--- config.mk ---
export PLATFORM = sky130hd
export DESIGN_NAME = traffic_light_fade_sequencer
export DESIGN_NICKNAME = d
export VERILOG_FILES = /design/src/rtl/tlfs_pkg.sv /design/src/rtl/traffic_light_fade_sequencer.sv
export SDC_FILE = /design/constraint.sdc
export NUM_CORES = 1
export LEC_CHECK = 0
export BUFFER_PORTS_ARGS = -buffer_cell sky130_fd_sc_hd__buf_2
export CORE_MARGIN = 5
export CORE_UTILIZATION = 45
export DETAILED_ROUTE_END_ITERATION = 7
export GPL_ROUTABILITY_DRIVEN = 0
export GPL_TIMING_DRIVEN = 0
export SYNTH_ARGS = -nofsm -noshare
export SYNTH_HDL_FRONTEND = slang
export SYNTH_SLANG_ARGS = --single-unit
--- constraint.sdc ---
create_clock -name clk -period 25.4 [get_ports clk]
set_input_delay 2.54 -clock clk [delete_from_list [all_inputs] [get_ports clk]]
set_output_delay 2.54 -clock clk [all_outputs]
set_load 0.01 [all_outputs]
--- src/rtl/tlfs_pkg.sv ---
`timescale 1ns / 1ps
// ----------------------------------------------------------------------------
// Traffic light fade sequencer package
// Shared widths, fade and blink timing, phase colors, register indexes and
// the payload types of the input and result channels.
// ----------------------------------------------------------------------------
package tlfs_pkg;

    // Field and state widths
    localparam int DUR_W       = 16;
    localparam int LEVEL_W     = 8;
    localparam int COLOR_W     = 3 * LEVEL_W;
    localparam int PHASE_W     = 2;
    localparam int CFG_INDEX_W = 4;

    // Fade length in ticks (power of two, so the divide is a shift)
    localparam int FADE_TICKS = 16;
    localparam int FADE_SHIFT = $clog2(FADE_TICKS);
    localparam int FADE_W     = $clog2(FADE_TICKS + 1);

    // Crosswalk blink timing
    localparam int BLINK_OFF_TICKS    = 4;
    localparam int BLINK_PERIOD_TICKS = 16;

    // Phase colors, 0xRRGGBB
    localparam logic [COLOR_W-1:0] COLOR_STOP      = 24'h611E3C;
    localparam logic [COLOR_W-1:0] COLOR_GO        = 24'h229622;
    localparam logic [COLOR_W-1:0] COLOR_WARNING   = 24'hFFB200;
    localparam logic [COLOR_W-1:0] COLOR_CROSSWALK = 24'h001030;

    // Configuration register indexes
    localparam logic [CFG_INDEX_W-1:0] CFG_STOP_DURATION      = 4'd0;
    localparam logic [CFG_INDEX_W-1:0] CFG_GO_DURATION        = 4'd1;
    localparam logic [CFG_INDEX_W-1:0] CFG_WARNING_DURATION   = 4'd2;
    localparam logic [CFG_INDEX_W-1:0] CFG_CROSSWALK_DURATION = 4'd3;

    // Duration reset values
    localparam logic [DUR_W-1:0] DUR_RESET_STOP      = 16'd80;
    localparam logic [DUR_W-1:0] DUR_RESET_GO        = 16'd80;
    localparam logic [DUR_W-1:0] DUR_RESET_WARNING   = 16'd48;
    localparam logic [DUR_W-1:0] DUR_RESET_CROSSWALK = 16'd176;

    // One timer tick
    typedef struct packed {
        logic button_hit;
        logic touch_pressed;
    } tlfs_in_t;

    // One set of PWM levels and the phase after the tick
    typedef struct packed {
        logic [LEVEL_W-1:0] red_level;
        logic [LEVEL_W-1:0] green_level;
        logic [LEVEL_W-1:0] blue_level;
        logic [PHASE_W-1:0] light_phase;
    } tlfs_out_t;

endpackage

--- src/rtl/traffic_light_fade_sequencer.sv ---
`timescale 1ns / 1ps
// ----------------------------------------------------------------------------
// Traffic light fade sequencer
// Walks stop, go, warning and crosswalk phases on timer ticks, fades the RGB
// PWM levels between phase colors and blinks the crosswalk color.
// ----------------------------------------------------------------------------
// Each transfer on the input channel is one timer tick; each tick yields
// exactly one result transfer with the three PWM levels and the new phase.
// The block takes one tick per clock cycle while the output is not stalled:
// a tick sits in an input register, the whole phase, fade and blink update
// runs combinationally against the state registers, and the result lands in
// an output register. The combinational state update (count compare, phase
// select, two small multiplies per color channel) sets that rate. Durations
// reset to 80, 80, 48 and 176 ticks; the user must write them through the
// configuration port only while no tick is in flight, as the block does not
// enforce it. Indexes above three are ignored; the cfg port is always ready.
module traffic_light_fade_sequencer
    import tlfs_pkg::*;
(
    input  logic                   clk,
    input  logic                   rst_n,

    input  logic                   in_valid,
    output logic                   in_stall,
    input  tlfs_in_t               in_data,

    output logic                   out_valid,
    input  logic                   out_stall,
    output tlfs_out_t              out_data,

    input  logic                   cfg_valid,
    output logic                   cfg_ready,
    input  logic [CFG_INDEX_W-1:0] cfg_index,
    input  logic [DUR_W-1:0]       cfg_data
);

    typedef enum logic [PHASE_W-1:0] {
        PHASE_STOP,
        PHASE_GO,
        PHASE_WARNING,
        PHASE_CROSSWALK
    } phase_t;

    // Color shown in each phase
    function automatic logic [COLOR_W-1:0] phase_color(input phase_t ph);
        logic [COLOR_W-1:0] c;
        unique case (ph)
            PHASE_STOP:      c = COLOR_STOP;
            PHASE_GO:        c = COLOR_GO;
            PHASE_WARNING:   c = COLOR_WARNING;
            PHASE_CROSSWALK: c = COLOR_CROSSWALK;
            default:         c = COLOR_STOP;
        endcase
        return c;
    endfunction

    // Phase that follows on timeout
    function automatic phase_t phase_after(input phase_t ph);
        phase_t n;
        unique case (ph)
            PHASE_STOP:      n = PHASE_GO;
            PHASE_GO:        n = PHASE_WARNING;
            PHASE_WARNING:   n = PHASE_STOP;
            PHASE_CROSSWALK: n = PHASE_GO;
            default:         n = PHASE_STOP;
        endcase
        return n;
    endfunction

    // Linear fade of one channel: (from*(F-t) + to*t) / F
    function automatic logic [LEVEL_W-1:0] fade_channel(
        input logic [LEVEL_W-1:0] from,
        input logic [LEVEL_W-1:0] to,
        input logic [FADE_W-1:0]  t
    );
        logic [FADE_W-1:0]         t_rest;
        logic [LEVEL_W+FADE_W-1:0] sum;
        t_rest = FADE_W'(FADE_TICKS) - t;
        sum    = (LEVEL_W+FADE_W)'(from) * (LEVEL_W+FADE_W)'(t_rest)
               + (LEVEL_W+FADE_W)'(to) * (LEVEL_W+FADE_W)'(t);
        return sum[FADE_SHIFT +: LEVEL_W];
    endfunction

    // Registers
    logic               in_valid_reg;
    tlfs_in_t           in_data_reg;
    logic               out_valid_reg;
    tlfs_out_t          out_data_reg;
    logic [DUR_W-1:0]   dur_reg [4];
    phase_t             phase_reg;
    logic [DUR_W-1:0]   tick_count_reg;
    logic [COLOR_W-1:0] start_color_reg;
    logic [COLOR_W-1:0] fade_color_reg;
    logic [DUR_W-1:0]   blink_mark_reg;
    logic [COLOR_W-1:0] level_hold_reg;

    // Next values
    phase_t             phase_next;
    logic [DUR_W-1:0]   tick_count_next;
    logic [COLOR_W-1:0] start_color_next;
    logic [COLOR_W-1:0] fade_color_next;
    logic [DUR_W-1:0]   blink_mark_next;
    logic [COLOR_W-1:0] level_hold_next;

    // Tick update signals
    logic               press;
    logic [DUR_W-1:0]   count;
    logic               timeout;
    logic [COLOR_W-1:0] target;
    logic [COLOR_W-1:0] fade_rgb;
    logic [DUR_W-1:0]   blink_delta;

    // Handshake
    logic in_accept;
    logic out_free;
    logic advance;

    assign out_free  = !out_valid_reg || !out_stall;
    assign advance   = in_valid_reg && out_free;
    assign in_stall  = in_valid_reg && !out_free;
    assign in_accept = in_valid && !in_stall;
    assign cfg_ready = 1'b1;
    assign out_valid = out_valid_reg;
    assign out_data  = out_data_reg;

    // Phase move, fade and blink for the tick in the input register
    always_comb
    begin
        press            = in_data_reg.button_hit | in_data_reg.touch_pressed;
        count            = tick_count_reg + DUR_W'(1);
        timeout          = (count == dur_reg[phase_reg]);
        phase_next       = phase_reg;
        tick_count_next  = count;
        start_color_next = start_color_reg;

        if (timeout)
        begin
            start_color_next = phase_color(phase_reg);
            phase_next       = phase_after(phase_reg);
            tick_count_next  = '0;
        end
        else if (press && phase_reg != PHASE_CROSSWALK)
        begin
            start_color_next = fade_color_reg;
            phase_next       = PHASE_CROSSWALK;
            tick_count_next  = '0;
        end

        target   = phase_color(phase_next);
        fade_rgb = {
            fade_channel(start_color_next[2*LEVEL_W +: LEVEL_W], target[2*LEVEL_W +: LEVEL_W],
                         tick_count_next[FADE_W-1:0]),
            fade_channel(start_color_next[LEVEL_W +: LEVEL_W], target[LEVEL_W +: LEVEL_W],
                         tick_count_next[FADE_W-1:0]),
            fade_channel(start_color_next[0 +: LEVEL_W], target[0 +: LEVEL_W],
                         tick_count_next[FADE_W-1:0])
        };
        blink_delta     = tick_count_next - blink_mark_reg;
        fade_color_next = fade_color_reg;
        blink_mark_next = blink_mark_reg;

        if (tick_count_next <= DUR_W'(FADE_TICKS))
        begin
            // fade in progress; crosswalk keeps the blink mark on the count
            level_hold_next = fade_rgb;
            fade_color_next = fade_rgb;
            if (phase_next == PHASE_CROSSWALK)
            begin
                blink_mark_next = tick_count_next;
            end
        end
        else if (phase_next == PHASE_CROSSWALK)
        begin
            // blink: dark first, then color, repeat last levels at period end
            if (blink_delta < DUR_W'(BLINK_OFF_TICKS))
            begin
                level_hold_next = '0;
            end
            else if (blink_delta >= DUR_W'(BLINK_PERIOD_TICKS))
            begin
                blink_mark_next = tick_count_next;
                level_hold_next = level_hold_reg;
            end
            else
            begin
                level_hold_next = target;
            end
        end
        else
        begin
            level_hold_next = target;
        end
    end

    // Hold state, configuration and the input and output registers
    always_ff @(posedge clk or negedge rst_n)
    begin
        if (!rst_n)
        begin
            in_valid_reg    <= 1'b0;
            in_data_reg     <= '0;
            out_valid_reg   <= 1'b0;
            out_data_reg    <= '0;
            dur_reg[0]      <= DUR_RESET_STOP;
            dur_reg[1]      <= DUR_RESET_GO;
            dur_reg[2]      <= DUR_RESET_WARNING;
            dur_reg[3]      <= DUR_RESET_CROSSWALK;
            phase_reg       <= PHASE_STOP;
            tick_count_reg  <= '0;
            start_color_reg <= COLOR_STOP;
            fade_color_reg  <= '0;
            blink_mark_reg  <= '0;
            level_hold_reg  <= '0;
        end
        else
        begin
            // capture a tick transfer
            if (in_accept)
            begin
                in_valid_reg <= 1'b1;
                in_data_reg  <= in_data;
            end
            else if (advance)
            begin
                in_valid_reg <= 1'b0;
            end

            // advance state and load the result
            if (advance)
            begin
                phase_reg                 <= phase_next;
                tick_count_reg            <= tick_count_next;
                start_color_reg           <= start_color_next;
                fade_color_reg            <= fade_color_next;
                blink_mark_reg            <= blink_mark_next;
                level_hold_reg            <= level_hold_next;
                out_valid_reg             <= 1'b1;
                out_data_reg.red_level    <= level_hold_next[2*LEVEL_W +: LEVEL_W];
                out_data_reg.green_level  <= level_hold_next[LEVEL_W +: LEVEL_W];
                out_data_reg.blue_level   <= level_hold_next[0 +: LEVEL_W];
                out_data_reg.light_phase  <= phase_next;
            end
            else if (!out_stall)
            begin
                out_valid_reg <= 1'b0;
            end

            // write a duration register, drop unknown indexes
            if (cfg_valid && cfg_ready)
            begin
                unique case (cfg_index)
                    CFG_STOP_DURATION:      dur_reg[0] <= cfg_data;
                    CFG_GO_DURATION:        dur_reg[1] <= cfg_data;
                    CFG_WARNING_DURATION:   dur_reg[2] <= cfg_data;
                    CFG_CROSSWALK_DURATION: dur_reg[3] <= cfg_data;
                    default: ;
                endcase
            end
        end
    end

    // A phase move always restarts the tick count
    assert property (@(posedge clk) disable iff (!rst_n)
        advance && (timeout || (press && phase_reg != PHASE_CROSSWALK))
        |=> tick_count_reg == '0)
    else $error("tick count not cleared on phase move");

    // A press outside crosswalk without timeout enters crosswalk
    assert property (@(posedge clk) disable iff (!rst_n)
        advance && !timeout && press && phase_reg != PHASE_CROSSWALK
        |=> phase_reg == PHASE_CROSSWALK)
    else $error("press did not enter crosswalk");

    // Every processed tick presents a result with the state's phase
    assert property (@(posedge clk) disable iff (!rst_n)
        advance |=> out_valid_reg && out_data_reg.light_phase == phase_reg)
    else $error("result phase does not match state");

    // The input side stalls only while a tick waits behind a stalled result
    assert property (@(posedge clk) disable iff (!rst_n)
        in_stall |-> in_valid_reg && out_valid_reg && out_stall)
    else $error("input stalled without a blocked result");

endmodule
==> impl_metrics.ini, run 1 <==
[outcome]
run_status = finished clean

[clock_network]
post_cts_resize_count = 0
cts_buffers = 17
post_cts_hold_buffer_count = 0
tritoncts_clock_tree = yes
cts_max_level = 4
post_cts.repair.setup_buffers = 0
clk_pin_slew_ns = 0.07
clkLatencyLatePin_ns = 0.44
clock_path_buffers = 2
clock-root-buffer = sky130_fd_sc_hd__clkbuf_16
cts_sinks = 174

[critical_path]
critPathMaxFanout = 12
timing.critical_path.to_type = flop
arrival_ns = 12.41
startpoint_type = flop
cpMaxStageDelayCell = sky130_fd_sc_hd__xnor2_1
crit_path_largest_cell_delay_ns = 0.99
timing_worst_setup_path_type = flop to flop
critPathMostFrequentCell = sky130_fd_sc_hd__fa_1
required_ns = 25.73

[floorplanning]
initial_core_util_pct = 45.3
placement_rows = 68
dieHeight_um = 196
ios = 56
die_x_um = 196
dieArea_mm2 = 0.0384
design.core.area_mm2 = 0.0344

[logic_synthesis]
synth-edff-count = 0
yosys-top-cells-area = sky130_fd_sc_hd__dfrtp_1 25%, sky130_fd_sc_hd__fa_1 17%, sky130_fd_sc_hd__ha_1 9.4%
asyncSetResetFlopFracSynth_pct = 100
synth_top_cell_by_area = sky130_fd_sc_hd__dfrtp_1
synthesis.area_per_instance_um2 = 9.37
synth.yosys.warnings = 0
count_of_state_elements_after_synthesis = 174
synth_largest_type_area_fraction_pct = 24.8
post-synth-top-count-cell = sky130_fd_sc_hd__nand2_1
synth-main-ff-cell = sky130_fd_sc_hd__dfrtp_1
seq_area_frac_synth_pct = 28.1
post_synth_instance_area_mm2 = 0.0156
syn-instance-count = 1662
synth_top_cells_by_count = 277 x sky130_fd_sc_hd__nand2_1, 217 x sky130_fd_sc_hd__inv_1, 154 x sky130_fd_sc_hd__dfrtp_1
synth_fp_nets = 1941
yosys.cell_types.count = 70

[timing]
setup_ws_post_layout_ns = 13.32
grt_setup_unrepaired = false
clock_skew_ns = 0.0105
tns_ns = 0
achievable-frequency_mhz = 82.8
timing.final.crit_period_ns = 12.08
tightestPinTransition_ns = 1.24
headroom_to_the_max_slew_limit_pct = 16.5
final.hold.worst_slack_ns = 0.458
final-hold-violation-count = 0
final-max-slew-violation-count = 0
setup_violations = 0
min_period_over_period_pct = 47.6

[global_route]
grt_start_max_net_pins = 93
grt_antenna_before_repair = 1
wire_length_of_the_first_global_routing_pass_um = 70700
grtUsageTotal_pct = 23.7
first_global_vias = 12500
grt_overflow_total = 0

[detailed_routing]
detail_route.drc_violations = 0
drtAntennaViolNets = 0
routed_via_density = 5.46
wire_per_inst_um = 20.2
firstDrtPassIters = 5
routed_wirelength_um = 44500
routed-via-count = 12100
first_iter_violations = 854

[min_path]
worstHoldPathType = flop to flop

[finish]
largest_register_ffs = 64
n_antenna_cell = 0
fraction_of_final_layout_cells_with_drive_strength_greater_than_1_pct = 13.0
area.growth.synth_to_final_pct = 9.41
finalNetCount = 2017
layout.core_utilization_pct = 49.6

[placed_design]
post-dp-hpwl_um = 35900
pre_cts_ws_ns = 13.63
portBuffers = 54

[flow_run]
cap_viol_max_count = 0
-- cells in the final DEF, fill, tap and decap left out, types with 9 or more instances in the layout --
| master | count |
|---|---|
| sky130_fd_sc_hd__mux2_2 | 71 |
| sky130_fd_sc_hd__mux2i_1 | 26 |
| sky130_fd_sc_hd__xor2_1 | 22 |
| sky130_fd_sc_hd__inv_1 | 217 |
| sky130_fd_sc_hd__nor2_1 | 120 |
| sky130_fd_sc_hd__or2_2 | 9 |
| sky130_fd_sc_hd__nand4_1 | 10 |
| sky130_fd_sc_hd__clkbuf_1 | 50 |
| sky130_fd_sc_hd__a31oi_1 | 9 |
| sky130_fd_sc_hd__nand2_1 | 277 |
| sky130_fd_sc_hd__or3_1 | 12 |
| sky130_fd_sc_hd__nor3_1 | 25 |
| sky130_fd_sc_hd__nand3_1 | 22 |
| sky130_fd_sc_hd__ha_1 | 117 |
| sky130_fd_sc_hd__dfrtp_1 | 154 |
| sky130_fd_sc_hd__dfstp_2 | 20 |
| sky130_fd_sc_hd__clkbuf_16 | 17 |
| sky130_fd_sc_hd__buf_2 | 65 |
| sky130_fd_sc_hd__and2_1 | 17 |
| sky130_fd_sc_hd__nand2b_1 | 15 |
| sky130_fd_sc_hd__and3_1 | 10 |
| sky130_fd_sc_hd__a21oi_1 | 37 |
| sky130_fd_sc_hd__xnor2_1 | 55 |
| sky130_fd_sc_hd__a21o_1 | 13 |
| sky130_fd_sc_hd__fa_1 | 135 |
| sky130_fd_sc_hd__mux4_2 | 13 |
| sky130_fd_sc_hd__o21ai_0 | 88 |
-- critical path, delay by kind of cell, from the launching register on --
family          cells  cell delay [ns]
simple gates        5             1.34
compound gates      6             1.98
flops               1             0.43
fa+ha+maj           8             3.63
xor+xnor            4             1.82
mux                 2             0.89
buf+inv             6             1.84
-- cells by family after synthesis --
kind of cell / share of synthesized area [%]
DFF: 28.1
other: 0.0241
AOI/OAI and AO/OA: 8.68
muxes: 9.15
buffers and inverters: 6.97
adders and majority gates: 26.8
xor gates and xnor gates: 4.93
and+or+nand+nor: 15.4
-- metal layers --
metal | GRT usage [%] | vias up | part of all wire [%]
met3 | 4.74 | 89 | 6.4
met1 | 30.3 | 5990 | 41
met5 | 0 | - | 0.029
met4 | 8.79 | 2 | 3.8
met2 | 40.0 | 376 | 49
li1 | - | 5593 | -
-- stage by stage --
step / std cells / area [µm²]
final: 2206 / 17000
after global routing: 2206 / 17000
after CTS: 2205 / 17000
after detailed placement: 2173 / 16500
after global placement: 2171 / 16400
after floorplan: 1662 / 15600
-- worst paths after layout --
path	end	cells after the start	slack, ns	from
hold reg to reg	start_color_reg[4]	2	0.46	start_color_reg[4]
hold / removal	start_color_reg[4]	2	0.46	start_color_reg[4]
min in group asynchronous	dur_reg[2]	1	2.09	rst_n
max in group asynchronous	start_color_reg[4]	2	22.40	rst_n
setup reg to reg	out_data[23]	31	13.32	tick_count_reg[0]
setup / recovery	out_data[23]	31	13.32	tick_count_reg[0]
-- final cells by class --
cell class	count	area (µm²)
clock buffer	22	464
timing repair buffer	57	320
inverter	219	822
clock inverter	10	105
tap	455	569
multi-input combinational	1206	10100
buffer	63	263
fill	3275	17300
sequential	174	4380
Power of run 1 is left out: the tool's default activity adds up to more than one toggle a clock period on the data nets, which glitch-free logic cannot reach.
==> run 2: changes to the inputs <==
--- a/config.mk
+++ b/config.mk
@@ -5,6 +5,7 @@
 export SDC_FILE = /design/constraint.sdc
 export NUM_CORES = 1
 export LEC_CHECK = 0
+export ABC_AREA = 1
 export BUFFER_PORTS_ARGS = -buffer_cell sky130_fd_sc_hd__buf_2
 export CORE_MARGIN = 5
 export CORE_UTILIZATION = 45
==> constraint.sdc (replaced) <==
create_clock -name clk -period 10.4 [get_ports clk]
set_input_delay 1.04 -clock clk [delete_from_list [all_inputs] [get_ports clk]]
set_output_delay 1.04 -clock clk [all_outputs]
set_load 0.01 [all_outputs]
==> run 2 against run 1 <==
Global-route usage grew 0.89 points; first-iteration DRC count grew 52%; sequential share of layout area shrank 1.1 points; sequential cell count is the same; synthesized cell count grew 31%; non-clock buffer count grew 2; cell count grew 23%; worst setup slack lost 13 ns; fmax grew 21%; core utilization grew 0.28 points; synthesized area grew 4.5%; largest cell class unchanged; highest routed layer is now met4.
==> impl_metrics.ini, run 2 <==
[logic_synthesis]
post_synth_instance_area_mm2 = 0.0163
synthesis.area_per_instance_um2 = 7.48
synth_fp_nets = 2454
synth_top_cells_by_count = 619 x sky130_fd_sc_hd__nand2_1, 376 x sky130_fd_sc_hd__inv_1, 172 x sky130_fd_sc_hd__nor2_1
synth.yosys.warnings = 0
count_of_state_elements_after_synthesis = 174
yosys.cell_types.count = 54
seq_area_frac_synth_pct = 26.9
post-synth-top-count-cell = sky130_fd_sc_hd__nand2_1
yosys-top-cells-area = sky130_fd_sc_hd__dfrtp_1 24%, sky130_fd_sc_hd__fa_1 17%, sky130_fd_sc_hd__nand2_1 14%
synth-main-ff-cell = sky130_fd_sc_hd__dfrtp_1
syn-instance-count = 2175
synth_top_cell_by_area = sky130_fd_sc_hd__dfrtp_1
synth-edff-count = 0
asyncSetResetFlopFracSynth_pct = 100
synth_largest_type_area_fraction_pct = 23.7

[outcome]
run_status = finished clean

[detailed_routing]
routed_wirelength_um = 49400
top_layer = met4
detail_route.drc_violations = 0
routed-via-count = 14400
met2RoutedLength_um = 21600
wl_met1_um = 23300
routed_via_density = 5.28
met3RoutedLength_um = 3990
drtAntennaViolNets = 0
first_iter_violations = 1294
wire_per_inst_um = 18.1
firstDrtPassIters = 6

[clock_network]
clock_path_buffers = 2
cts_buffers = 17
post_cts_resize_count = 0
post_cts_hold_buffer_count = 0
post_cts.repair.setup_buffers = 0
clock-root-buffer = sky130_fd_sc_hd__clkbuf_16
clkLatencyLatePin_ns = 0.45
cts_sinks = 174
tritoncts_clock_tree = yes
clk_pin_slew_ns = 0.08
cts_max_level = 4

[critical_path]
timing.critical_path.to_type = flop
startpoint_type = flop
arrival_ns = 10.36
required_ns = 10.79
critPathMaxFanout = 12
crit_path_largest_cell_delay_ns = 0.81
timing_worst_setup_path_type = flop to flop
cpLargestDelayFamily = adder cells
worstPathBufferInverterCount = 10
cpMaxStageDelayCell = sky130_fd_sc_hd__buf_1

[global_route]
grt_overflow_total = 0
first_global_vias = 14000
grt_antenna_before_repair = 0
wire_length_of_the_first_global_routing_pass_um = 78700
grt_start_max_net_pins = 90
grtUsageTotal_pct = 24.6

[timing]
clock_skew_ns = 0.0162
setup_violations = 0
final-hold-violation-count = 0
grt_setup_unrepaired = false
achievable-frequency_mhz = 100
headroom_to_the_max_slew_limit_pct = 13.3
tightestPinTransition_ns = 1.29
tns_ns = 0
final-max-slew-violation-count = 0
timing.final.crit_period_ns = 9.97
min_period_over_period_pct = 95.8

[finish]
n_antenna_cell = 0
area.growth.synth_to_final_pct = 9.24
most-common-layout-cells = 619 x sky130_fd_sc_hd__nand2_1, 376 x sky130_fd_sc_hd__inv_1, 172 x sky130_fd_sc_hd__nor2_1
fraction_of_final_layout_cells_with_drive_strength_greater_than_1_pct = 8.18
largest_register_ffs = 64
layout.cells.most_common = sky130_fd_sc_hd__nand2_1
finalNonFillerCells = 2723
finalNetCount = 2528

[floorplanning]
die_x_um = 200
design.core.area_mm2 = 0.0357
dieArea_mm2 = 0.0401
dieHeight_um = 200
placement_rows = 69
ios = 56
initial_core_util_pct = 45.6

[placed_design]
portBuffers = 54
post-dp-hpwl_um = 39400
dpl.cell_count = 2691

[flow_run]
cap_viol_max_count = 0

[min_path]
worstHoldPathType = flop to flop
-- run 2: cell count changes after synthesis, sizes merged, moves of 65 or more --
cell and delta:
nand3 +118, o21ai +92, inv +168, mux2 -69
nor2 +65, nand2 +349
-- run 2: logic make-up (layout without fill, tap and decap cells) --
| logic type | after synthesis | after routing | share of synthesized area (%) |
|---|---|---|---|
| buffers and inverters | 456 | 543 | 11.0 |
| muxes | 10 | 10 | 0.631 |
| and+or+nand+nor | 997 | 997 | 25.6 |
| AOI/OAI and AO/OA | 255 | 255 | 8.61 |
| xor gates and xnor gates | 30 | 30 | 1.62 |
| adders and majority gates | 252 | 252 | 25.6 |
| DFF | 174 | 174 | 26.9 |
| other | 1 | 1 | 0.0231 |
-- run 2: through the flow --
step                      hold slack (ns)  utilization (%)  cell area [µm²]  worst slack, ns
after detailed placement            0.458             48.1            17200            0.610
after global placement              0.458             48.0            17100            0.650
final                               0.478             49.8            17800            0.434
after floorplan                     0.444                -            16300             3.08
after CTS                           0.482             49.8            17800            0.607
after global routing                0.495             49.8            17800            0.106
-- run 2: worst paths after layout --
path | from | endpoint | slack, ns | cells after the start
worst max-delay path | phase_reg[0] | level_hold_reg[7] | 0.43 | 31
worst min-delay path | out_data[10] | out_data[10] | 0.48 | 2
min in group asynchronous | rst_n | dur_reg[6] | 0.57 | 1
worst min register to register | out_data[10] | out_data[10] | 0.48 | 2
worst max register to register | phase_reg[0] | level_hold_reg[7] | 0.43 | 31
max in group asynchronous | rst_n | start_color_reg[3] | 8.95 | 2
-- run 2: layer usage --
| layer | vias to the layer above | global-route usage (%) |
|---|---|---|
| met2 | 536 | 37.6 |
| met4 | 0 | 3.79 |
| li1 | 6907 | - |
| met5 | - | 0 |
| met1 | 6886 | 37.6 |
| met3 | 40 | 4.22 |
-- run 2: final cells by class --
type	count	area, µm²
timing repair buffer	55	308
inverter	389	1470
tap	461	577
multi-input combinational	1545	10100
clock buffer	17	425
clock inverter	15	193
sequential	174	4380
buffer	67	325
fill	3580	17900
-- run 2: tightest hold or removal path, stage by stage, from the launching register on --
cell and delay, ns:
sky130_fd_sc_hd__dfrtp_1 0.35, sky130_fd_sc_hd__nand2_1 0.05, sky130_fd_sc_hd__nand2_1 0.05
Power of run 2 is left out for the same reason.
==> run 3: changes to the inputs <==
--- a/config.mk
+++ b/config.mk
@@ -5,7 +5,6 @@
 export SDC_FILE = /design/constraint.sdc
 export NUM_CORES = 1
 export LEC_CHECK = 0
-export ABC_AREA = 1
 export BUFFER_PORTS_ARGS = -buffer_cell sky130_fd_sc_hd__buf_2
 export CORE_MARGIN = 5
 export CORE_UTILIZATION = 45
==> run 3 against run 2 <==
Worst setup slack worse by 0.13 ns; non-clock buffer count up 2; first-iteration DRC count down 33%; cell count down 19%; global-route usage down 0.92 points; design area down 3.6%; core utilization about the same; clock skew down 0.0017 ns; via count down 16%; worst hold slack worse by 0.020 ns; critical path depth down 3.
==> impl_metrics.ini, run 3 (synthesis results as in run 1) <==
[clock_network]
tritoncts_clock_tree = yes
clock-root-buffer = sky130_fd_sc_hd__clkbuf_16
cts_sinks = 174
cts_max_level = 4
clk_pin_slew_ns = 0.07
clock_path_buffers = 2
clkLatencyLatePin_ns = 0.45
cts_buffers = 17

[timing]
grt_setup_unrepaired = false
final-max-slew-violation-count = 0
clock_skew_ns = 0.0146
headroom_to_the_max_slew_limit_pct = 20.5
tightestPinTransition_ns = 1.18
final-hold-violation-count = 0
setup_violations = 0
min_period_over_period_pct = 97.0
achievable-frequency_mhz = 99.1
timing.final.crit_period_ns = 10.09
final.hold.worst_slack_ns = 0.458
tns_ns = 0

[detailed_routing]
detail_route.drc_violations = 0
routed-via-count = 12000
routed_via_density = 5.45
first_iter_violations = 869
wire_per_inst_um = 20.2
firstDrtPassIters = 5
drtAntennaViolNets = 0
routed_wirelength_um = 44600

[placed_design]
portBuffers = 54
post-dp-hpwl_um = 35900

[finish]
layout.cells.most_common = sky130_fd_sc_hd__nand2_1
fraction_of_final_layout_cells_with_drive_strength_greater_than_1_pct = 14.0
area.growth.synth_to_final_pct = 10.0
n_antenna_cell = 0
most-common-layout-cells = 276 x sky130_fd_sc_hd__nand2_1, 216 x sky130_fd_sc_hd__inv_1, 154 x sky130_fd_sc_hd__dfrtp_1
largest_register_ffs = 64
finalNetCount = 2021

[global_route]
grt_antenna_before_repair = 1
first_global_vias = 12500
grt_start_max_net_pins = 93
wire_length_of_the_first_global_routing_pass_um = 70600
grtUsageTotal_pct = 23.7
grt_overflow_total = 0

[floorplanning]
design.core.area_mm2 = 0.0344
placement_rows = 68
die_x_um = 196
dieArea_mm2 = 0.0384
initial_core_util_pct = 45.3
ios = 56
dieHeight_um = 196

[critical_path]
worstReg2RegStart = phase_reg[1]
ff_to_ff_setup_slack_ns = 0.31
timing.rr.end = out_data[23]
critPathMostFrequentCell = sky130_fd_sc_hd__fa_1
crit_path_largest_cell_delay_ns = 0.57
startpoint_type = flop
cpMaxStageDelayCell = sky130_fd_sc_hd__dfrtp_1
timing_worst_setup_path_type = flop to flop
reg2reg_depth = 28
required_ns = 10.73
arrival_ns = 10.42
timing.critical_path.to_type = flop
critPathMaxFanout = 10

[min_path]
worstHoldPathType = flop to flop
hold_start = start_color_reg[4]
worst_hold_path.endpoint = start_color_reg[4]
min_delay_path_depth = 2

[outcome]
run_status = finished clean

[flow_run]
cap_viol_max_count = 0
==> run 3: cell count changes in the layout (fill, tap and decap cells not counted), moves of 54 or more <==
cell                      change
sky130_fd_sc_hd__nand2_1    -343
sky130_fd_sc_hd__inv_1      -160
sky130_fd_sc_hd__mux2_2      +69
sky130_fd_sc_hd__nor2_1      -54
sky130_fd_sc_hd__o21ai_0     -78
sky130_fd_sc_hd__nand3_1    -114
==> run 3: cell type report <==
| class | instances | area (µm²) |
|---|---|---|
| Timing Repair Buffer | 62 | 358 |
| Fill cell | 3260 | 17200 |
| Buffer | 62 | 262 |
| Clock inverter | 10 | 105 |
| Sequential cell | 174 | 4380 |
| Inverter | 219 | 826 |
| Multi-Input combinational cell | 1206 | 10200 |
| Clock buffer | 22 | 464 |
| Tap cell | 455 | 569 |
==> run 3: how the worst max path moves through the flow <==
stage               cells after the start               from  slack, ns                 to
finish                                 28       phase_reg[1]       0.31       out_data[23]
global route                           28       phase_reg[1]       0.03       out_data[23]
CTS                                    28       phase_reg[1]       0.06       out_data[23]
detailed placement                     31  tick_count_reg[0]      -1.37       out_data[23]
global placement                       31  tick_count_reg[0]      -1.39       out_data[23]
floorplan                              29       phase_reg[0]       1.69  fade_color_reg[7]
==> run 3: worst max-delay path: cells and delay by family (launching register included) <==
kind	cells	cell delay, ns
DFF	1	0.57
buffers and inverters	7	1.84
AOI/OAI and AO/OA	6	1.50
adders and majority gates	7	3.43
and+or+nand+nor	4	1.74
muxes	2	0.41
xor gates and xnor gates	2	0.47
==> run 3: metrics by stage <==
stage / worst slack, ns / area, µm² / utilization (%) / instances
finish: 0.307 / 17100 / 49.8 / 2210
global route: 0.0275 / 17100 / 49.8 / 2210
CTS: 0.0632 / 17000 / 49.6 / 2204
detailed placement: -1.37 / 16500 / 47.9 / 2173
global placement: -1.39 / 16400 / 47.7 / 2171
floorplan: 1.69 / 15600 / - / 1662
==> run 3: metal layers <==
metal  share of wire, %  wire, µm  GRT usage (%)  up-vias
li1                   -         -              -     5598
met1                 42     18800           30.2     6024
met2                 49     21800           39.9      333
met3                5.4      2390           4.77       85
met4                3.4      1500           8.97        2
met5              0.029        13              0        -
==> run 3: repair_timing <==
item | 4_1_cts | 5_1_grt
pin swaps | 0 | 0
endpoints found under the hold margin | 0 | 0
setup endpoints to repair | 46 | 25
hold buffers | 0 | 0
setup buffers | 0 | 5
resized for setup | 6 | 9
Power of run 3 is left out for the same reason.
